==> config.mk <==
export PLATFORM = sky130hd
export DESIGN_NAME = rmh_cmdq
export DESIGN_NICKNAME = d
export VERILOG_FILES = /design/src/sv/rmh_pkg.sv /design/src/sv/rmh_cmdq.sv
export SDC_FILE = /design/constraint.sdc
export NUM_CORES = 1
export LEC_CHECK = 0
export ABC_AREA = 1
export BUFFER_PORTS_ARGS = -buffer_cell sky130_fd_sc_hd__buf_2
export CAP_MARGIN = 5
export CELL_PAD_IN_SITES_DETAIL_PLACEMENT = 1
export CELL_PAD_IN_SITES_GLOBAL_PLACEMENT = 1
export CORE_ASPECT_RATIO = 1.4
export CORE_UTILIZATION = 46
export DETAILED_ROUTE_END_ITERATION = 12
export PLACE_DENSITY_LB_ADDON = 0.1
export SKIP_CTS_REPAIR_TIMING = 1
export SYNTH_ARGS = -nofsm -noshare
export SYNTH_HDL_FRONTEND = slang
export SYNTH_SLANG_ARGS = --single-unit
==> constraint.sdc <==
create_clock -name clk_i -period 2.25 [get_ports clk_i]
set_input_delay 0.45 -clock clk_i [delete_from_list [all_inputs] [get_ports clk_i]]
set_output_delay 0.45 -clock clk_i [all_outputs]
set_load 0.005 [all_outputs]
==> src/sv/rmh_pkg.sv <==
// shared constants, types and codes of the region motion histogram
// no dependencies
package rmh_pkg;

  localparam int unsigned FRAME_PIXELS = 262144;
  localparam int unsigned NUM_BINS     = 256;

  localparam int unsigned POS_W = (FRAME_PIXELS > 1) ? $clog2(FRAME_PIXELS) : 1;
  localparam int unsigned BIN_W = $clog2(NUM_BINS);
  localparam int unsigned CNT_W = 19;
  localparam int unsigned PIX_W = 8;
  localparam int unsigned LBL_W = 8;

  localparam logic [CNT_W-1:0] CNT_MAX  = '1;
  localparam logic [PIX_W-1:0] PIX_MAX  = '1;
  localparam logic [POS_W-1:0] POS_LAST = POS_W'(FRAME_PIXELS - 1);

  // grey conversion, coefficients sum to 1 << GREY_SHIFT
  localparam int unsigned      GREY_W     = 22;
  localparam int unsigned      GREY_SHIFT = 14;
  localparam logic [13:0]      COEF_R     = 14'd4899;
  localparam logic [13:0]      COEF_G     = 14'd9617;
  localparam logic [13:0]      COEF_B     = 14'd1868;
  localparam logic [GREY_W-1:0] GREY_RND  = GREY_W'(8192);

  // item kinds
  localparam logic OP_PIXEL = 1'b0;
  localparam logic OP_READ  = 1'b1;

  // register port
  localparam int unsigned ADDR_W = 4;
  localparam int unsigned DATA_W = 32;
  localparam logic [1:0]  REG_HOLD = 2'd0;
  localparam logic [1:0]  REG_THR  = 2'd1;
  localparam logic [1:0]  REG_SHOW = 2'd2;
  localparam logic [7:0]  THR_RESET = 8'd25;

  // queues, depth is a power of two
  localparam int unsigned QDEPTH = 4;
  localparam int unsigned QPTR_W = $clog2(QDEPTH);
  localparam int unsigned QCNT_W = QPTR_W + 1;

  typedef struct packed {
    logic       hold;
    logic [7:0] thr;
    logic       show;
  } cfg_t;

  typedef struct packed {
    logic              is_read;
    logic              clear;
    logic              in_range;
    logic [LBL_W-1:0]  label;
    logic [POS_W-1:0]  pos;
    logic [PIX_W-1:0]  grey;
  } cmd_t;

  typedef struct packed {
    logic [CNT_W-1:0] total;
    logic [CNT_W-1:0] changed;
  } hist_t;

  typedef struct packed {
    logic [PIX_W-1:0] diff_pixel;
    hist_t            counts;
  } res_t;

endpackage

==> src/sv/rmh_cmdq.sv <==
// command queue between the front end and the back end
// depends on rmh_pkg
module rmh_cmdq (
  input  logic          clk_i,
  input  logic          rst_ni,
  input  logic          push_i,
  input  rmh_pkg::cmd_t data_i,
  input  logic          pop_i,
  output logic          full_o,
  output logic          empty_o,
  output rmh_pkg::cmd_t data_o
);

  rmh_pkg::cmd_t                entries_q [rmh_pkg::QDEPTH];
  logic [rmh_pkg::QPTR_W-1:0]   wr_ptr_q, rd_ptr_q;
  logic [rmh_pkg::QCNT_W-1:0]   count_q;

  assign full_o  = (count_q == rmh_pkg::QCNT_W'(rmh_pkg::QDEPTH));
  assign empty_o = (count_q == '0);
  assign data_o  = entries_q[rd_ptr_q];

  always_ff @(posedge clk_i) begin
    if (push_i) begin
      entries_q[wr_ptr_q] <= data_i;
    end
  end

  always_ff @(posedge clk_i or negedge rst_ni) begin
    if (!rst_ni) begin
      wr_ptr_q <= '0;
      rd_ptr_q <= '0;
      count_q  <= '0;
    end else begin
      if (push_i) wr_ptr_q <= wr_ptr_q + 1'b1;
      if (pop_i)  rd_ptr_q <= rd_ptr_q + 1'b1;
      count_q <= count_q + rmh_pkg::QCNT_W'(push_i) - rmh_pkg::QCNT_W'(pop_i);
    end
  end

endmodule

==> results.cfg <==
[hold_path]
hold_end = entries_q[3][27]
hold_class = input port to flip-flop
whs_path_depth = 1
hp-start = data_i[27]

[drt]
vias = 4351
first_iter_violations = 198
drc = 0
viasPerCell = 4.78
totalWireLength_um = 14800
dr.pass1.iters = 4
ant_nets = 0
routedWlPerCell_um = 16.3

[yosys]
synthSimpleGateAreaFrac = 0.168
ys_top_cells_by_area = edfxtp_1 (67%), nand2_1 (11%), inv_1 (9.1%)
synth.top_cell.area_share = 0.668
post-synth-top-area-cell = edfxtp_1
synth-seq-cells = 155
synth_top_family_by_area = simple AND/OR/NAND/NOR gates
yosys.area_share.adder = 0.0143
synth_compound_area_frac = 0.000752
synth_cell_types = 16
syn-mean-instance-area_um2 = 10.6
synth_fp_nets = 675
ys_seq_area_frac = 0.694
synth.cell_area_um2 = 6650
yosys_warnings = 0
synth_mux_area_frac = 0
syn_inst = 627
synth_xor_area_frac = 0.00395

[critical_path]
path_class = flip-flop to output pin
critPathMaxFanout = 32
start_kind = flip-flop
reg2reg_to = entries_q[2][18]
regToRegStartpoint = wr_ptr_q[0]
worstPathArrival_ns = 1.67
rr_worst_depth = 5
worst-r2r-setup-slack_ns = 0.61
crit_start = rd_ptr_q[0]
cp-end-kind = output pin
worst_ep_required_time_ns = 1.80

[pwr]
p_per_area_nw_per_um2 = 1320
p_leak_nw = 3.73
max-vdd-ir-drop_mv = 0.671

[clocking]
cts_buffer_depth = 2
path_clk_slew_ns = 0.07
cts_buffers = 17
root_buffer = clkbuf_16
h-tree-depth = 4
cts_sinks = 155
cts_tree = done
clk_latency_ns = 0.42

[sta]
relSlewSlack = 0.726
setup_violations = 0
finalCritPeriodShare = 0.942
report.final.slew_viol_count = 0
period_needed_ns = 2.12
hold_violations = 0
clock_skew_ns = 0.00520
worst_pin_slew_ns = 0.410
fin_ws_ns = 0.130
fmax_ghz = 0.472
final.setup.tns_ns = 0
grt_setup_unrepaired = false

[cells_and_area]
seqCellArea_um2 = 4620
syn_to_final_growth_pct = 18.9
final_cell_mix = nand2_1 (196), inv_1 (156), edfxtp_1 (148)
layout_commonest_cell = nand2_1
fill_cells = 1551
fin_area_um2 = 7910
multiInputGateArea_um2 = 1250
finalNetCount = 760
drive_gt1_frac = 0.179

[placed_design]
dpl_cell_area_um2 = 7280
pre_cts_ws_ns = 0.457
port_buffers = 79
dp_hpwl_um = 9400
routabilityCongestion = 0.746

[floorplan]
rows = 51
die_height_um = 144
initial_utilization = 0.474
dieArea_um2 = 15000
core_um2 = 14000
pin_count = 80
die_x_um = 104

[grt]
antenna_found_initial = 0
grt_pass1_vias = 4713
grt_max_degree = 77
overflow = 0
grt_use_total = 0.212
grt_pass1_wl_um = 23400

[run_status]
status = finished clean

[flow_run]
maxCapViolations = 0
worst max-delay path by stage:
| stage | to | slack (ns) | depth (start not counted) |
|---|---|---|---|
| 6_report | data_o[22] | 0.13 | 6 |
| 5_1_grt | data_o[22] | 0.02 | 6 |
| 4_1_cts | data_o[22] | -0.005 | 6 |
| 3_5_place_dp | count_q[2] | 0.46 | 8 |
| 3_3_place_gp | data_o[6] | 0.55 | 6 |
| 2_1_floorplan | entries_q[1][0] | 0.40 | 3 |
kinds of logic after synthesis:
logic type / after synthesis
AO/OA/AOI/OAI: 1
buffers and inverters: 188
AND/OR/NAND/NOR: 273
adder cells (fa/ha/maj): 7
flip-flops: 155
XOR/XNOR: 3
layout make-up:
class	instances	share of cell area
Antenna cell	1	0.000316
Clock buffer	18	0.0543
Clock inverter	14	0.0233
Inverter	162	0.0772
Multi-Input combinational cell	284	0.158
Sequential cell	155	0.584
Tap cell	185	0.0293
Timing Repair Buffer	92	0.0737
power by group:
part | internal [mW] | total [mW] | switching [mW]
combinational | 1.24 | 3.47 | 2.23
sequential | 3.79 | 3.96 | 0.172
clock | 1.77 | 2.97 | 1.20
total | 6.80 | 10.4 | 3.60
metal layers:
| layer | up-vias | track usage | wire length (um) |
|---|---|---|---|
| li1 | 2120 | - | - |
| met1 | 2150 | 0.232 | 5970 |
| met5 | - | 0 | 0 |
| met4 | 0 | 0.0725 | 197 |
| met2 | 70 | 0.403 | 8140 |
| met3 | 11 | 0.0500 | 500 |
per-stage QoR:
step                      power [mW]  instances  hold WS (ns)  utilization
after floorplan                 6.12        627         0.154            -
after global placement          7.33        877         0.300        0.519
after detailed placement        7.55        877         0.301        0.519
after CTS                       10.5        909        -0.147        0.562
after global routing            11.0        910         0.225        0.563
final                           10.4        911         0.236        0.563
cell usage after synthesis, drive strengths merged:
cell,number
nand2,196
inv,162
edfxtp,148
nand3,75
buf,22
dfrtp,7
ha,6
clkbuf,4
xor2,3
fa,1
nor2,1
nor3,1
o21ai,1
sequential cells by signal, indices dropped and copies added, names as in the netlist:
| name | flops |
|---|---|
| count_q | 3 |
| entries_q | 148 |
| rd_ptr_q | 2 |
| wr_ptr_q | 2 |
critical path: stages, from the launching register on:
cell and delay, ns:
dfrtp_2 0.44, inv_4 0.18, buf_12 0.22, nand2_1 0.10, nand3_1 0.10, nand2_1 0.08, buf_2 0.13
(Power assumes the default switching activity.)
