File: src/sv/rmh_pkg.sv
// shared constants, types and codes of the region motion histogram
// no dependencies
package rmh_pkg;

  localparam int unsigned FRAME_PIXELS = 262144;
  localparam int unsigned NUM_BINS     = 256;

  localparam int unsigned POS_W = (FRAME_PIXELS > 1) ? $clog2(FRAME_PIXELS) : 1;
  localparam int unsigned BIN_W = $clog2(NUM_BINS);
  localparam int unsigned CNT_W = 19;
  localparam int unsigned PIX_W = 8;
  localparam int unsigned LBL_W = 8;

  localparam logic [CNT_W-1:0] CNT_MAX  = '1;
  localparam logic [PIX_W-1:0] PIX_MAX  = '1;
  localparam logic [POS_W-1:0] POS_LAST = POS_W'(FRAME_PIXELS - 1);

  // grey conversion, coefficients sum to 1 << GREY_SHIFT
  localparam int unsigned      GREY_W     = 22;
  localparam int unsigned      GREY_SHIFT = 14;
  localparam logic [13:0]      COEF_R     = 14'd4899;
  localparam logic [13:0]      COEF_G     = 14'd9617;
  localparam logic [13:0]      COEF_B     = 14'd1868;
  localparam logic [GREY_W-1:0] GREY_RND  = GREY_W'(8192);

  // item kinds
  localparam logic OP_PIXEL = 1'b0;
  localparam logic OP_READ  = 1'b1;

  // register port
  localparam int unsigned ADDR_W = 4;
  localparam int unsigned DATA_W = 32;
  localparam logic [1:0]  REG_HOLD = 2'd0;
  localparam logic [1:0]  REG_THR  = 2'd1;
  localparam logic [1:0]  REG_SHOW = 2'd2;
  localparam logic [7:0]  THR_RESET = 8'd25;

  // queues, depth is a power of two
  localparam int unsigned QDEPTH = 4;
  localparam int unsigned QPTR_W = $clog2(QDEPTH);
  localparam int unsigned QCNT_W = QPTR_W + 1;

  typedef struct packed {
    logic       hold;
    logic [7:0] thr;
    logic       show;
  } cfg_t;

  typedef struct packed {
    logic              is_read;
    logic              clear;
    logic              in_range;
    logic [LBL_W-1:0]  label;
    logic [POS_W-1:0]  pos;
    logic [PIX_W-1:0]  grey;
  } cmd_t;

  typedef struct packed {
    logic [CNT_W-1:0] total;
    logic [CNT_W-1:0] changed;
  } hist_t;

  typedef struct packed {
    logic [PIX_W-1:0] diff_pixel;
    hist_t            counts;
  } res_t;

endpackage

File: src/sv/rmh_front.sv
// front end: input handshake, grey conversion, pixel position tracking
// depends on rmh_pkg
module rmh_front (
  input  logic                     clk_i,
  input  logic                     rst_ni,
  input  logic                     push_i,
  input  logic                     operation_i,
  input  logic [7:0]               blue_i,
  input  logic [7:0]               green_i,
  input  logic [7:0]               red_i,
  input  logic [rmh_pkg::LBL_W-1:0] region_label_i,
  input  logic                     frame_start_i,
  input  logic                     cmdq_full_i,
  input  logic                     clearing_i,
  output logic                     full_o,
  output logic                     cmd_push_o,
  output rmh_pkg::cmd_t            cmd_o
);

  logic [rmh_pkg::POS_W-1:0]  pos_q, pos_d, pos_cur;
  logic [rmh_pkg::GREY_W-1:0] grey_sum;
  logic                       is_pixel;

  assign full_o     = cmdq_full_i | clearing_i;
  assign cmd_push_o = push_i & ~full_o;
  assign is_pixel   = (operation_i == rmh_pkg::OP_PIXEL);

  assign grey_sum = rmh_pkg::GREY_W'(rmh_pkg::COEF_R) * rmh_pkg::GREY_W'(red_i)
                  + rmh_pkg::GREY_W'(rmh_pkg::COEF_G) * rmh_pkg::GREY_W'(green_i)
                  + rmh_pkg::GREY_W'(rmh_pkg::COEF_B) * rmh_pkg::GREY_W'(blue_i)
                  + rmh_pkg::GREY_RND;

  // frame start restarts the raster position
  assign pos_cur = frame_start_i ? '0 : pos_q;

  always_comb begin
    pos_d = pos_q;
    if (cmd_push_o && is_pixel) begin
      pos_d = (pos_cur == rmh_pkg::POS_LAST) ? '0 : pos_cur + 1'b1;
    end
  end

  always_comb begin
    cmd_o.is_read  = ~is_pixel;
    cmd_o.clear    = is_pixel & frame_start_i;
    cmd_o.in_range = ({1'b0, region_label_i} < 9'(rmh_pkg::NUM_BINS));
    cmd_o.label    = region_label_i;
    cmd_o.pos      = pos_cur;
    cmd_o.grey     = grey_sum[rmh_pkg::GREY_SHIFT +: rmh_pkg::PIX_W];
  end

  always_ff @(posedge clk_i or negedge rst_ni) begin
    if (!rst_ni) begin
      pos_q <= '0;
    end else begin
      pos_q <= pos_d;
    end
  end

endmodule

File: config.mk
export PLATFORM = sky130hd
export DESIGN_NAME = rmh_front
export DESIGN_NICKNAME = d
export VERILOG_FILES = /design/src/sv/rmh_pkg.sv /design/src/sv/rmh_front.sv
export SDC_FILE = /design/constraint.sdc
export NUM_CORES = 1
export LEC_CHECK = 0
export ABC_CLOCK_PERIOD_IN_PS = 23400
export BUFFER_PORTS_ARGS = -buffer_cell sky130_fd_sc_hd__buf_2
export CAP_MARGIN = 20
export CORE_ASPECT_RATIO = 1.25
export CORE_MARGIN = 2
export CORE_UTILIZATION = 65
export CTS_CLUSTER_DIAMETER = 80
export CTS_CLUSTER_SIZE = 25
export DETAILED_ROUTE_END_ITERATION = 6
export GPL_ROUTABILITY_DRIVEN = 0
export GPL_TIMING_DRIVEN = 1
export HOLD_SLACK_MARGIN = 0.03
export MAX_ROUTING_LAYER = met4
export PLACE_DENSITY_LB_ADDON = 0.1
export SYNTH_ARGS = -nofsm -noshare
export SYNTH_HDL_FRONTEND = slang
export SYNTH_SLANG_ARGS = --single-unit
File: constraint.sdc
create_clock -name clk_i -period 23.4 [get_ports clk_i]
set_clock_uncertainty 0.05 [all_clocks]
set_input_delay 3.51 -clock clk_i [delete_from_list [all_inputs] [get_ports clk_i]]
set_output_delay 3.51 -clock clk_i [all_outputs]
set_load 0.02 [all_outputs]
==> results of run 1 <==
[cells in the mapped netlist (3+ instances only)]
cell        n  area (um2)
fa_1       87        1740
clkbuf_1    4        15.0
and4_1      3        26.3
nand2b_1    5        31.3
nor3_1     10        50.1
nor4_1      3        18.8
nand4_1     5        31.3
xor2_1      7        61.3
o21bai_1    4        30.0
o31ai_1     3        22.5
a31oi_1     3        18.8
nand3b_1    3        22.5
mux2i_1     3        30.0
a21oi_1    25         125
nor2_1     27         101
nor2b_1    17         106
buf_4      10        75.1
xnor2_1    15         131
inv_1     209         785
o21ai_0    27         135
a21o_1      4        30.0
nand3_1    13        65.1
and3_1      4        25.0
dfrtp_1    18         450
nand2_1    21        78.8
ha_1      144        1800
a211oi_1    3        22.5
or2_2       3        18.8
[stage by stage]
stage	std cells	hold WS [ns]	utilization (%)	area [um2]	worst slack, ns
final	882	0.452	70.8	6730	8.98
after global routing	882	0.478	70.8	6730	8.61
after CTS	882	0.459	70.8	6730	8.97
after detailed placement	878	0.446	69.9	6650	9.00
after global placement	878	0.416	69.9	6650	9.23
after floorplan	706	0.402	-	6280	9.69
[how the worst max path moves through the flow]
stage | start | end | slack (ns) | cells past startpoint
2_1_floorplan | blue_i[2] | cmd_o[5] | 9.69 | 26
3_3_place_gp | blue_i[2] | cmd_o[5] | 9.23 | 28
3_5_place_dp | blue_i[2] | cmd_o[5] | 9.00 | 28
4_1_cts | blue_i[2] | cmd_o[5] | 8.97 | 28
5_1_grt | blue_i[2] | cmd_o[5] | 8.61 | 28
6_report | blue_i[2] | cmd_o[5] | 8.98 | 28
[kinds of logic after synthesis]
family,after synthesis,synth area share (%)
mux,3,0.478
flops,18,7.18
buf+inv,223,13.9
compound gates,87,8.77
xor+xnor,22,3.07
simple gates,121,10.1
other cells,1,0.0597
fa+ha+maj,231,56.4
[per-layer routing]
metal	track usage (%)	vias up	part of all wire (%)
met5	-	-	0
met4	5.57	0	1.7
met3	1.45	18	2.6
met2	49.5	72	55
met1	32.5	2286	41
li1	-	2325	-
[cell type report]
type / count / area [um2]
fillers: 782 / 2780
repair buffers: 60 / 300
flip-flops and latches: 18 / 450
inverters: 209 / 785
well taps: 126 / 158
multi-input cells: 465 / 4950
clock buffers: 4 / 88.8
[critical path, cell delays in order]
cell	delay, ns
buf_2	0.13
inv_1	0.07
fa_1	0.54
inv_1	0.04
ha_1	0.30
fa_1	0.56
inv_1	0.07
fa_1	0.53
inv_1	0.04
ha_1	0.34
and3_1	0.19
a211oi_1	0.49
xnor2_1	0.19
ha_1	0.25
ha_1	0.30
fa_1	0.51
inv_1	0.05
fa_1	0.47
inv_1	0.05
fa_1	0.48
ha_1	0.36
nand2_1	0.08
o21ai_0	0.09
a221o_1	0.41
a31o_2	0.27
o21ai_0	0.23
xnor2_1	0.14
buf_2	0.18
==> results.py, run 1 <==
metrics = {
    "clock_tree": {
        "cts_resized": 0,
        "clk_latency_ns": 0.25,
        "cts-hold-fix-buffers": 0,
        "cts_buffers": 3,
        "clock-sinks": 18,
        "h-tree-depth": 1,
        "root_buffer": "clkbuf_16",
        "clkTransAtPathRegs_ns": 0.05,
        "cts_tree": "built",
        "post-cts-setup-buffers": 0,
        "clk_path_buf_depth": 2,
    },
    "global_route": {
        "grt.total_usage_pct": 26.8,
        "grt_first_pass_wirelength_mm": 22.0,
        "antenna_found_initial": 0,
        "grt_pass1_vias": 4977,
        "grt_max_degree": 24,
        "overflow": 0,
    },
    "synthesis": {
        "yosysSeqAreaShare_pct": 7.18,
        "synth_edf_count": 0,
        "synth.net_count": 976,
        "syn-instance-count": 706,
        "ys_types": 48,
        "synthArstFlopShare_pct": 100,
        "synth.avg_cell_area_um2": 8.89,
        "yosys_warnings": 0,
        "synth-seq-cells": 18,
        "synth_flop_cell": "dfrtp_1",
        "syn_area_mm2": 0.00628,
    },
    "final_layout": {
        "drive_above_1_share_pct": 9.39,
        "final_nets": 1027,
        "reg_top3": "pos_q (18)",
        "mostFrequentLayoutCell": "inv_1",
        "regMostFlops": "pos_q",
        "largest_reg_flops": 18,
        "final_cell_mix": "inv_1 (209), ha_1 (144), fa_1 (87)",
        "area_growth_pct": 7.28,
        "n_antenna_cell": 0,
    },
    "route": {
        "drcViolationCount": 0,
        "vias_per_cell": 5.33,
        "antenna_left": 0,
        "vias": 4701,
        "wire_per_inst_um": 14.2,
        "drt_iter0_drc": 225,
        "wl_mm": 12.6,
        "drt_pass1_iterations": 4,
    },
    "die": {
        "rows": 40,
        "fp.coreArea_mm2": 0.00951,
        "die_y_um": 114,
        "num_io_pins": 78,
        "die-width_um": 91.9,
        "start_util_pct": 66.0,
        "die_area_mm2": 0.0105,
    },
    "critical_path": {
        "cp.arrival_ns": 10.86,
        "path_max_fanout": 5,
        "criticalPathCategory": "in2out",
        "reg2reg_slack_ns": 20.94,
        "reg2reg_to": "pos_q[14]",
        "rr_worst_depth": 8,
        "end_kind": "output pin",
        "r2r_start": "pos_q[0]",
        "critPathLaunchType": "input pin",
        "worstPathRequired_ns": 19.84,
    },
    "place": {
        "hpwl_mm": 11.4,
        "port_buffers": 60,
    },
    "hold_path": {
        "min_path_cells": 1,
        "hold_class": "reg2reg",
        "min_from": "pos_q[15]",
        "holdPathEnd": "pos_q[15]",
    },
    "run_status": {
        "status": "complete, no violations",
    },
    "sta": {
        "fmax_mhz": 69.3,
        "fin_tns_setup_ns": 0,
        "fin_crit_sh_pct": 61.6,
        "tightest_slew_ns": 0.796,
        "finalSetupViolCount": 0,
        "hold_viol": 0,
        "relSlewSlack_pct": 46.9,
        "drv_slew": 0,
        "period_needed_ns": 14.42,
        "rsz0062_at_grt": "no",
    },
    "run": {
        "cap_violations": 0,
    },
}
Power of run 1 is left out: the tool's default activity adds up to more than one toggle a clock period on the data nets, which glitch-free logic cannot reach.
==> inputs of run 2 (changes only) <==
Settings changed: ABC_CLOCK_PERIOD_IN_PS 23400 to 13000, CORE_UTILIZATION 65 to 55.
Clock period 23.4 ns to 13 ns, I/O delays scaled along.
==> run 2 against run 1 <==
Utilization shrank 10 points. Worst hold slack worse by 0.021 ns. Sequential cell count unchanged. Register-to-register slack got worse by 10 ns. Via count shrank 1.5%. Die area increased by 17%. Worst setup slack got worse by 7.2 ns. Clock-buffer cell count is 1 lower. Non-clock buffer count unchanged. Critical endpoint unchanged. Largest cell class unchanged.
==> results.py, run 2 (synthesis gave the netlist of run 1 again) <==
metrics = {
    "run_status": {
        "status": "complete, no violations",
    },
    "clock_tree": {
        "cts-hold-fix-buffers": 0,
        "root_buffer": "clkbuf_16",
        "cts_buffers": 3,
        "clk_path_buf_depth": 2,
        "clk_latency_ns": 0.25,
        "h-tree-depth": 1,
        "cts_tree": "built",
        "clock-sinks": 18,
        "clkTransAtPathRegs_ns": 0.05,
        "cts_resized": 0,
        "post-cts-setup-buffers": 0,
    },
    "sta": {
        "relSlewSlack_pct": 47.2,
        "fin_tns_setup_ns": 0,
        "rsz0062_at_grt": "no",
        "period_needed_ns": 11.21,
        "fin_crit_sh_pct": 86.2,
        "hold_viol": 0,
        "tightest_slew_ns": 0.791,
        "drv_slew": 0,
        "fmax_mhz": 89.2,
        "finalSetupViolCount": 0,
    },
    "critical_path": {
        "criticalPathCategory": "in2out",
        "end_kind": "output pin",
        "rr_worst_depth": 8,
        "critPathLaunchType": "input pin",
        "reg2reg_slack_ns": 10.53,
        "cpPeakStageDelay_ns": 0.55,
        "crit_buf_inv": 8,
        "path_max_fanout": 5,
        "slowest_stage": "fa_1",
        "worstPathRequired_ns": 11.00,
        "r2r_start": "pos_q[0]",
        "startpoint": "blue_i[2]",
        "reg2reg_to": "pos_q[14]",
        "path_delay_family": "adder cells",
        "cp.arrival_ns": 9.21,
    },
    "global_route": {
        "overflow": 0,
        "grt.total_usage_pct": 23.0,
        "grt_first_pass_wirelength_mm": 22.3,
        "grt_pass1_vias": 4912,
        "grt_max_degree": 24,
        "antenna_found_initial": 0,
    },
    "route": {
        "antenna_left": 0,
        "wire_per_inst_um": 14.0,
        "vias_per_cell": 5.20,
        "drcViolationCount": 0,
        "wl_mm": 12.4,
        "drt_pass1_iterations": 4,
        "drt_iter0_drc": 118,
        "vias": 4629,
    },
    "run": {
        "cap_violations": 0,
    },
    "place": {
        "port_buffers": 60,
        "hpwl_mm": 11.4,
    },
    "final_layout": {
        "drive_above_1_share_pct": 9.27,
        "reg_top3": "pos_q (18)",
        "largest_reg_flops": 18,
        "regMostFlops": "pos_q",
        "n_antenna_cell": 0,
        "final_nets": 1027,
        "area_growth_pct": 7.24,
        "final_cell_mix": "inv_1 (209), ha_1 (144), fa_1 (87)",
        "mostFrequentLayoutCell": "inv_1",
    },
    "hold_path": {
        "min_path_cells": 1,
        "holdPathEnd": "pos_q[15]",
        "min_from": "pos_q[15]",
        "hold_class": "reg2reg",
    },
    "die": {
        "start_util_pct": 56.4,
        "die_area_mm2": 0.0123,
        "rows": 43,
        "fp.coreArea_mm2": 0.0111,
        "num_io_pins": 78,
        "die-width_um": 99.6,
        "die_y_um": 123,
    },
}
## run 2: cell types whose count changed in the layout (fill, tap and decap cells not counted)
cell	before	now
clkbuf_8	1	0
## run 2: final cells by class
| class | instances | area, um2 |
|---|---|---|
| Fill cell | 1007 | 4410 |
| Timing Repair Buffer | 60 | 300 |
| Sequential cell | 18 | 450 |
| Tap cell | 135 | 169 |
| Multi-Input combinational cell | 465 | 4950 |
| Inverter | 209 | 785 |
| Clock buffer | 3 | 75.1 |
## run 2: through the flow
stage / instance area (um2) / cells / setup WS (ns) / util, % / hold slack (ns)
after floorplan: 6280 / 706 / 2.41 / - / 0.402
after global placement: 6660 / 887 / 1.93 / 59.8 / 0.416
after detailed placement: 6660 / 887 / 1.80 / 59.8 / 0.423
after CTS: 6730 / 890 / 1.77 / 60.4 / 0.435
after global routing: 6730 / 890 / 1.29 / 60.4 / 0.458
final: 6730 / 890 / 1.79 / 60.4 / 0.431
## run 2: worst max path at each step
stage                     slack (ns)  endpoint  depth (start not counted)
after floorplan                 2.41  cmd_o[5]                         26
after global placement          1.93  cmd_o[5]                         28
after detailed placement        1.80  cmd_o[5]                         29
after CTS                       1.77  cmd_o[5]                         28
after global routing            1.29  cmd_o[5]                         29
final                           1.79  cmd_o[5]                         28
## run 2: layer usage
metal | vias to the layer above | part of all wire, % | global-route usage (%) | wire length [um]
met2 | 68 | 53 | 41.6 | 6570
met3 | 12 | 2.3 | 1.19 | 283
met1 | 2224 | 43 | 28.9 | 5400
li1 | 2325 | - | - | -
met4 | 0 | 1.6 | 4.37 | 195
met5 | - | 0 | - | 0
Power of run 2 is left out for the same reason.
