`src/sv/rmh_pkg.sv`:
```
// shared constants, types and codes of the region motion histogram
// no dependencies
package rmh_pkg;

  localparam int unsigned FRAME_PIXELS = 262144;
  localparam int unsigned NUM_BINS     = 256;

  localparam int unsigned POS_W = (FRAME_PIXELS > 1) ? $clog2(FRAME_PIXELS) : 1;
  localparam int unsigned BIN_W = $clog2(NUM_BINS);
  localparam int unsigned CNT_W = 19;
  localparam int unsigned PIX_W = 8;
  localparam int unsigned LBL_W = 8;

  localparam logic [CNT_W-1:0] CNT_MAX  = '1;
  localparam logic [PIX_W-1:0] PIX_MAX  = '1;
  localparam logic [POS_W-1:0] POS_LAST = POS_W'(FRAME_PIXELS - 1);

  // grey conversion, coefficients sum to 1 << GREY_SHIFT
  localparam int unsigned      GREY_W     = 22;
  localparam int unsigned      GREY_SHIFT = 14;
  localparam logic [13:0]      COEF_R     = 14'd4899;
  localparam logic [13:0]      COEF_G     = 14'd9617;
  localparam logic [13:0]      COEF_B     = 14'd1868;
  localparam logic [GREY_W-1:0] GREY_RND  = GREY_W'(8192);

  // item kinds
  localparam logic OP_PIXEL = 1'b0;
  localparam logic OP_READ  = 1'b1;

  // register port
  localparam int unsigned ADDR_W = 4;
  localparam int unsigned DATA_W = 32;
  localparam logic [1:0]  REG_HOLD = 2'd0;
  localparam logic [1:0]  REG_THR  = 2'd1;
  localparam logic [1:0]  REG_SHOW = 2'd2;
  localparam logic [7:0]  THR_RESET = 8'd25;

  // queues, depth is a power of two
  localparam int unsigned QDEPTH = 4;
  localparam int unsigned QPTR_W = $clog2(QDEPTH);
  localparam int unsigned QCNT_W = QPTR_W + 1;

  typedef struct packed {
    logic       hold;
    logic [7:0] thr;
    logic       show;
  } cfg_t;

  typedef struct packed {
    logic              is_read;
    logic              clear;
    logic              in_range;
    logic [LBL_W-1:0]  label;
    logic [POS_W-1:0]  pos;
    logic [PIX_W-1:0]  grey;
  } cmd_t;

  typedef struct packed {
    logic [CNT_W-1:0] total;
    logic [CNT_W-1:0] changed;
  } hist_t;

  typedef struct packed {
    logic [PIX_W-1:0] diff_pixel;
    hist_t            counts;
  } res_t;

endpackage

```
`src/sv/rmh_outq.sv`:
```
// result queue feeding the output ports
// depends on rmh_pkg
module rmh_outq (
  input  logic                       clk_i,
  input  logic                       rst_ni,
  input  logic                       push_i,
  input  rmh_pkg::res_t              data_i,
  input  logic                       pop_i,
  output logic                       empty_o,
  output rmh_pkg::res_t              data_o,
  output logic [rmh_pkg::QCNT_W-1:0] count_o
);

  rmh_pkg::res_t                entries_q [rmh_pkg::QDEPTH];
  logic [rmh_pkg::QPTR_W-1:0]   wr_ptr_q, rd_ptr_q;
  logic [rmh_pkg::QCNT_W-1:0]   count_q;
  logic                         pop_ok;

  assign empty_o = (count_q == '0);
  assign data_o  = entries_q[rd_ptr_q];
  assign count_o = count_q;
  assign pop_ok  = pop_i & ~empty_o;

  always_ff @(posedge clk_i) begin
    if (push_i) begin
      entries_q[wr_ptr_q] <= data_i;
    end
  end

  always_ff @(posedge clk_i or negedge rst_ni) begin
    if (!rst_ni) begin
      wr_ptr_q <= '0;
      rd_ptr_q <= '0;
      count_q  <= '0;
    end else begin
      if (push_i) wr_ptr_q <= wr_ptr_q + 1'b1;
      if (pop_ok) rd_ptr_q <= rd_ptr_q + 1'b1;
      count_q <= count_q + rmh_pkg::QCNT_W'(push_i) - rmh_pkg::QCNT_W'(pop_ok);
    end
  end

endmodule

```
`config.mk`:
```
export PLATFORM = sky130hd
export DESIGN_NAME = rmh_outq
export DESIGN_NICKNAME = d
export VERILOG_FILES = /design/src/sv/rmh_pkg.sv /design/src/sv/rmh_outq.sv
export SDC_FILE = /design/constraint.sdc
export NUM_CORES = 1
export LEC_CHECK = 0
export BUFFER_PORTS_ARGS = -buffer_cell sky130_fd_sc_hd__buf_4
export CORE_ASPECT_RATIO = 1.5
export CORE_UTILIZATION = 45
export DETAILED_ROUTE_END_ITERATION = 10
export HOLD_SLACK_MARGIN = 0.05
export PLACE_DENSITY = 0.65
export SYNTH_ARGS = -nofsm -noshare
export SYNTH_HDL_FRONTEND = slang
export SYNTH_SLANG_ARGS = --single-unit
```
`constraint.sdc`:
```
create_clock -name clk_i -period 3.7 [get_ports clk_i]
set_clock_uncertainty 0.05 [all_clocks]
set_input_delay 0.74 -clock clk_i [delete_from_list [all_inputs] [get_ports clk_i]]
set_output_delay 0.74 -clock clk_i [all_outputs]
set_load 0.01 [all_outputs]
```
==> flow_metrics.env, run 1 <==
export IMPL_finalHoldViolations=0
export IMPL_wl_um=12100
export IMPL_synth_area_top_cells="edfxtp_1 79%, mux4_2 15%, dfrtp_1 2.5%"
export IMPL_grt_max_degree=32
export IMPL_worstPathRequired_ps=2910
export IMPL_portBuffers=99
export IMPL_cts_buffer_depth=2
export IMPL_holdCritPathClass="primary input to asynchronous set/reset pin"
export IMPL_slew_headroom_pct=45.0
export IMPL_yosysTopAreaCell="edfxtp_1"
export IMPL_p_sw_share_pct=28.3
export IMPL_dieArea_um2=16100
export IMPL_rsz0062_at_grt="false"
export IMPL_vdd_ir_drop_worst_mv=0.338
export IMPL_cts_hold_buf=0
export IMPL_num_vias=3119
export IMPL_clk_latency_ps=420
export IMPL_cts_sinks=191
export IMPL_yosysMostFrequentCell="edfxtp_1"
export IMPL_status="completed"
export IMPL_worst_setup_path_type="flip-flop to primary output"
export IMPL_synth_nets=332
export IMPL_yosysWarnings=0
export IMPL_fill_cells=1129
export IMPL_seqPwrFrac_pct=44.7
export IMPL_fin_crit_sh_pct=80.0
export IMPL_critPathCaptureType="primary output"
export IMPL_antenna_found_initial=0
export IMPL_synth_edf_count=184
export IMPL_grt_overflow=0
export IMPL_yosysUniqueCellTypes=18
export IMPL_initial_core_util_pct=46.2
export IMPL_drive_gt1_share_pct=47.0
export IMPL_first_global_vias=3306
export IMPL_post_cts_resize_count=0
export IMPL_synth_ff_latch_count=191
export IMPL_postSynth_asyncResetShare_pct=3.66
export IMPL_row_count=55
export IMPL_finalSetupViolCount=0
export IMPL_core_um2=15200
export IMPL_die_h_um=155
export IMPL_drt_antenna_violating_nets=0
export IMPL_cts_inserted_buffers=17
export IMPL_clock_power_share_pct=26.0
export IMPL_ys_flop_type="edfxtp_1"
export IMPL_cp_arrival_ps=2170
export IMPL_cap_violations=0
export IMPL_stdcell_area_um2=8620
export IMPL_final_nets=448
export IMPL_clockRootBuffer="clkbuf_16"
export IMPL_syn_area_per_cell_um2=25.6
export IMPL_timing_final_crit_period_ps=2960
export IMPL_drt_iter0_drc=173
export IMPL_fin_tns_setup_ps=0
export IMPL_synth_top_area_share_pct=78.6
export IMPL_switchingPower_mw=1.94
export IMPL_avgViaCountPerCell=5.17
export IMPL_dpl_cell_area_um2=8030
export IMPL_fp_dieW_um=104
export IMPL_n_antenna_cell=0
export IMPL_p_int_mw=4.93
export IMPL_path_cells="buf_12, mux4_2, buf_4"
export IMPL_worstPathMaxFanout=31
export IMPL_crit_slowest_cell="dfrtp_4"
export IMPL_cts_setup_buffers=0
export IMPL_dpl_hpwl_um=7490
export IMPL_area_growth_syn_to_layout_pct=22.6
export IMPL_netlist_area_um2=7030
export IMPL_power_leakage_nw=2.98
export IMPL_cts_clk_slew_worst_paths_ps=70
export IMPL_htreeDepth=4
export IMPL_worst_pin_slew_ps=825
export IMPL_start_kind="flip-flop"
export IMPL_fmax_mhz=338
export IMPL_place_congestion=0.690
export IMPL_pin_count=100
export IMPL_seq_area_frac_synth_pct=81.1
export IMPL_synthCells=275
export IMPL_combPwrFrac_pct=29.4
export IMPL_avgRoutedWirePerCell_um=20.1
export IMPL_p_per_area_nw_per_um2=797
export IMPL_groute_usage_overall_pct=16.0
export IMPL_cts_tree="done"
export IMPL_grt_pass1_wl_um=18400
export IMPL_max_stage_delay_ps=670
export IMPL_slew_viol_final=0
export IMPL_ys_top_cells_by_count="184 x edfxtp_1, 46 x mux4_2, 7 x dfrtp_1, 7 x inv_1, 6 x ha_1"
export IMPL_drc=0
export IMPL_firstDrtPassIters=4
-- stage by stage --
step / utilization, % / std cells / hold WS [ps] / power, mW / setup slack (ps)
2_1_floorplan: - / 275 / 394 / 4.27 / 1400
3_3_place_gp: 52.8 / 571 / 466 / 5.17 / 1120
3_5_place_dp: 52.8 / 571 / 480 / 5.20 / 1110
4_1_cts: 56.7 / 603 / 52.7 / 6.99 / 648
5_1_grt: 56.7 / 603 / 53.6 / 7.20 / 596
6_report: 56.7 / 603 / 69.9 / 6.87 / 739
-- power by group through the flow --
| stage | registers (mW) | clock network (mW) | logic [mW] |
|---|---|---|---|
| 6_report | 3.07 | 1.78 | 2.02 |
| 5_1_grt | 3.13 | 1.90 | 2.18 |
| 4_1_cts | 3.09 | 1.83 | 2.08 |
| 3_5_place_dp | 3.13 | 0 | 2.07 |
| 3_3_place_gp | 3.11 | 0 | 2.06 |
| 2_1_floorplan | 2.98 | 0 | 1.29 |
-- metal layers --
layer / vias up / GRT usage, % / wire [um]
li1: 1395 / - / -
met1: 1643 / 18.3 / 4690
met2: 71 / 28.6 / 6820
met3: 10 / 4.32 / 488
met4: 0 / 5.85 / 131
met5: - / 0 / 0
-- logic make-up after synthesis --
logic type	synth area share, %
simple gates	0.480
fa+ha+maj	1.35
xor+xnor	0.623
buf+inv	1.41
mux	14.7
compound gates	0.303
flops	81.1
-- area by class of cell --
class | count | area (um^2) | area share, %
inverters | 7 | 26.3 | 0.305
flip-flops and latches | 191 | 5710 | 66.2
clock inverters | 15 | 159 | 1.84
repair buffers | 107 | 816 | 9.47
clock buffers | 17 | 425 | 4.94
well taps | 199 | 249 | 2.89
multi-input cells | 67 | 1230 | 14.3
-- cells in the final DEF (no fill, tap or decap), types with 2 or more instances in the layout --
| master | instances |
|---|---|
| inv_1 | 7 |
| and2_2 | 4 |
| ha_1 | 6 |
| xnor2_1 | 4 |
| bufinv_16 | 2 |
| clkinvlp_4 | 4 |
| inv_6 | 5 |
| edfxtp_1 | 184 |
| clkinv_2 | 2 |
| buf_4 | 106 |
| mux4_2 | 46 |
| dfrtp_1 | 5 |
| clkbuf_16 | 17 |
-- critical path: cells and delay by family (launching register included) --
family,cells,cell delay (ps)
buffers and inverters,2,460
flip-flops,1,670
multiplexers,1,580
-- sequential cells by signal (all words and copies together), names as in the netlist --
signal     cells
entries_q    184
count_o        3
rd_ptr_q       2
wr_ptr_q       2
-- worst paths after layout --
check | startpoint | end | slack [ps] | cells after the start
setup / recovery | rd_ptr_q[0] | data_o[39] | 740 | 3
hold / removal | rst_ni | count_o[2] | 70 | 1
setup reg to reg | count_o[1] | count_o[2] | 1410 | 9
hold reg to reg | wr_ptr_q[0] | wr_ptr_q[0] | 490 | 1
max in group asynchronous | rst_ni | rd_ptr_q[0] | 3390 | 1
min in group clk_i | data_i[23] | entries_q[3][23] | 470 | 1
(Power assumes the default switching activity.)
==> inputs of run 2 (changes only) <==
==> constraint.sdc (replaced) <==
create_clock -name clk_i -period 3.1 [get_ports clk_i]
set_clock_uncertainty 0.05 [all_clocks]
set_input_delay 0.62 -clock clk_i [delete_from_list [all_inputs] [get_ports clk_i]]
set_output_delay 0.62 -clock clk_i [all_outputs]
set_load 0.01 [all_outputs]
==> flow_metrics.env, run 2 (same netlist as run 1, synthesis figures left out) <==
export IMPL_status="completed"
export IMPL_place_congestion=0.659
export IMPL_cts_clk_slew_worst_paths_ps=70
export IMPL_switchingPower_mw=2.31
export IMPL_drc=0
export IMPL_initial_core_util_pct=46.2
export IMPL_cts_inserted_buffers=17
export IMPL_grt_overflow=0
export IMPL_largest_reg_flops=184
export IMPL_die_h_um=155
export IMPL_drt_iter0_drc=117
export IMPL_slew_headroom_pct=51.9
export IMPL_crit_family="flip-flops"
export IMPL_rrSetupSlack_ps=840
export IMPL_start_kind="flip-flop"
export IMPL_p_per_area_nw_per_um2=964
export IMPL_rsz0062_at_grt="false"
export IMPL_cp_arrival_ps=2050
export IMPL_grt_max_degree=47
export IMPL_antenna_found_initial=0
export IMPL_cap_violations=0
export IMPL_regMostFlops="entries_q"
export IMPL_critical_path_most_common_cell="buf_4"
export IMPL_htreeDepth=4
export IMPL_p_sw_share_pct=27.5
export IMPL_avgRoutedWirePerCell_um=20.0
export IMPL_worstPathMaxFanout=20
export IMPL_worst_pin_slew_ps=721
export IMPL_final_common_cell="edfxtp_1"
export IMPL_wl_um=12100
export IMPL_reg2reg_to="count_o[2]"
export IMPL_cts_buffer_depth=2
export IMPL_combPwrFrac_pct=29.8
export IMPL_hold_slack_ps=347
export IMPL_first_global_vias=3504
export IMPL_slew_viol_final=0
export IMPL_post_cts_resize_count=0
export IMPL_critPathBufInv=2
export IMPL_crit_slowest_cell="dfrtp_4"
export IMPL_drt_antenna_violating_nets=0
export IMPL_finalHoldViolations=0
export IMPL_groute_usage_overall_pct=16.2
export IMPL_seq_area_um2=5710
export IMPL_min_path_cells=1
export IMPL_cts_setup_buffers=0
export IMPL_area_growth_syn_to_layout_pct=23.9
export IMPL_path_cells="buf_4, mux4_2, buf_4"
export IMPL_final_cell_mix="184 x edfxtp_1, 106 x buf_4, 46 x mux4_2, 17 x clkbuf_16, 7 x inv_1"
export IMPL_vdd_ir_drop_worst_mv=0.650
export IMPL_rr_worst_depth=9
export IMPL_seqPwrFrac_pct=42.8
export IMPL_max_stage_delay_ps=690
export IMPL_whs_endpoint="entries_q[0][2]"
export IMPL_fp_dieW_um=104
export IMPL_portBuffers=99
export IMPL_pin_count=100
export IMPL_worstPathRequired_ps=2430
export IMPL_num_vias=3128
export IMPL_core_um2=15200
export IMPL_final_nets=451
export IMPL_fmax_mhz=368
export IMPL_fin_crit_sh_pct=87.7
export IMPL_power_leakage_nw=3.03
export IMPL_timing_final_crit_period_ps=2720
export IMPL_row_count=55
export IMPL_cts_tree="done"
export IMPL_multi_input_area_um2=1230
export IMPL_worst_setup_path_type="flip-flop to primary output"
export IMPL_clock_power_share_pct=27.3
export IMPL_clockRootBuffer="clkbuf_16"
export IMPL_n_antenna_cell=0
export IMPL_holdCritPathClass="primary input to flip-flop"
export IMPL_worstReg2RegStart="count_o[1]"
export IMPL_critPathCaptureType="primary output"
export IMPL_cts_sinks=191
export IMPL_p_int_mw=6.09
export IMPL_dieArea_um2=16100
export IMPL_clk_latency_ps=420
export IMPL_dpl_hpwl_um=7430
export IMPL_firstDrtPassIters=4
export IMPL_fill_cells=1139
export IMPL_drive_gt1_share_pct=46.9
export IMPL_hp_start="data_i[2]"
export IMPL_grt_pass1_wl_um=18900
export IMPL_avgViaCountPerCell=5.16
export IMPL_finalSetupViolCount=0
export IMPL_fin_tns_setup_ps=0
[run 2: cell types whose count changed in the layout (fill, tap and decap cells not counted)]
cell           delta
buf_12            +2
dlygate4sd3_1     +1
clkinvlp_4        -2
bufinv_16         +2
clkinv_1          +1
clkinv_2          -1
[run 2: final cells by class]
type	instances	area share [%]
inverter	7	0.302
multi-input combinational	67	14.2
clock buffer	17	4.88
sequential	191	65.5
timing repair buffer	110	9.94
clock inverter	15	2.33
tap	199	2.86
[run 2: routing by layer]
layer / global-route usage (%) / routed length, um / vias up
met5: 0 / 0 / -
met4: 6.39 / 229 / 0
met3: 4.19 / 507 / 17
met2: 29.0 / 6690 / 80
met1: 18.4 / 4690 / 1627
li1: - / - / 1404
[run 2: power groups by stage]
stage | combinational (mW) | sequential, mW | clock, mW
after global routing | 2.72 | 3.65 | 2.44
after global placement | 2.56 | 3.64 | 0
after floorplan | 1.54 | 3.56 | 0
after CTS | 2.59 | 3.61 | 2.35
after detailed placement | 2.58 | 3.67 | 0
final | 2.50 | 3.60 | 2.30
[run 2: repair_timing]
| action | in CTS | in global routing |
|---|---|---|
| hold buffers | 1 | 0 |
| endpoints found under the setup margin | 0 | 0 |
| endpoints found under the hold margin | 7 | 0 |
[run 2: metrics by stage]
| step | utilization, % | power (mW) | cell area [um^2] | cells | setup slack [ps] |
|---|---|---|---|---|---|
| 2_1_floorplan | - | 5.10 | 7030 | 275 | 917 |
| 3_3_place_gp | 53.1 | 6.20 | 8070 | 573 | 773 |
| 3_5_place_dp | 53.1 | 6.24 | 8070 | 573 | 777 |
| 4_1_cts | 57.3 | 8.54 | 8710 | 606 | 318 |
| 5_1_grt | 57.3 | 8.82 | 8710 | 606 | 237 |
| 6_report | 57.3 | 8.40 | 8710 | 606 | 382 |
[run 2: worst max-delay path by stage]
| stage | startpoint | endpoint | slack (ps) | cells past startpoint |
|---|---|---|---|---|
| global route | rd_ptr_q[0] | data_o[23] | 240 | 3 |
| CTS | rd_ptr_q[0] | data_o[23] | 320 | 3 |
| detailed placement | rd_ptr_q[0] | data_o[23] | 780 | 3 |
| floorplan | push_i | entries_q[2][0] | 920 | 1 |
| finish | rd_ptr_q[0] | data_o[23] | 380 | 3 |
| global placement | rd_ptr_q[0] | data_o[23] | 770 | 3 |
[run 2: worst register-to-register path: stages (launching register included)]
cell and delay, ps:
dfrtp_1 460, o31ai_1 390, inv_1 80, ha_1 280, inv_1 60, ha_1 120
inv_1 50, fa_1 370, xnor2_1 190, xnor2_1 140
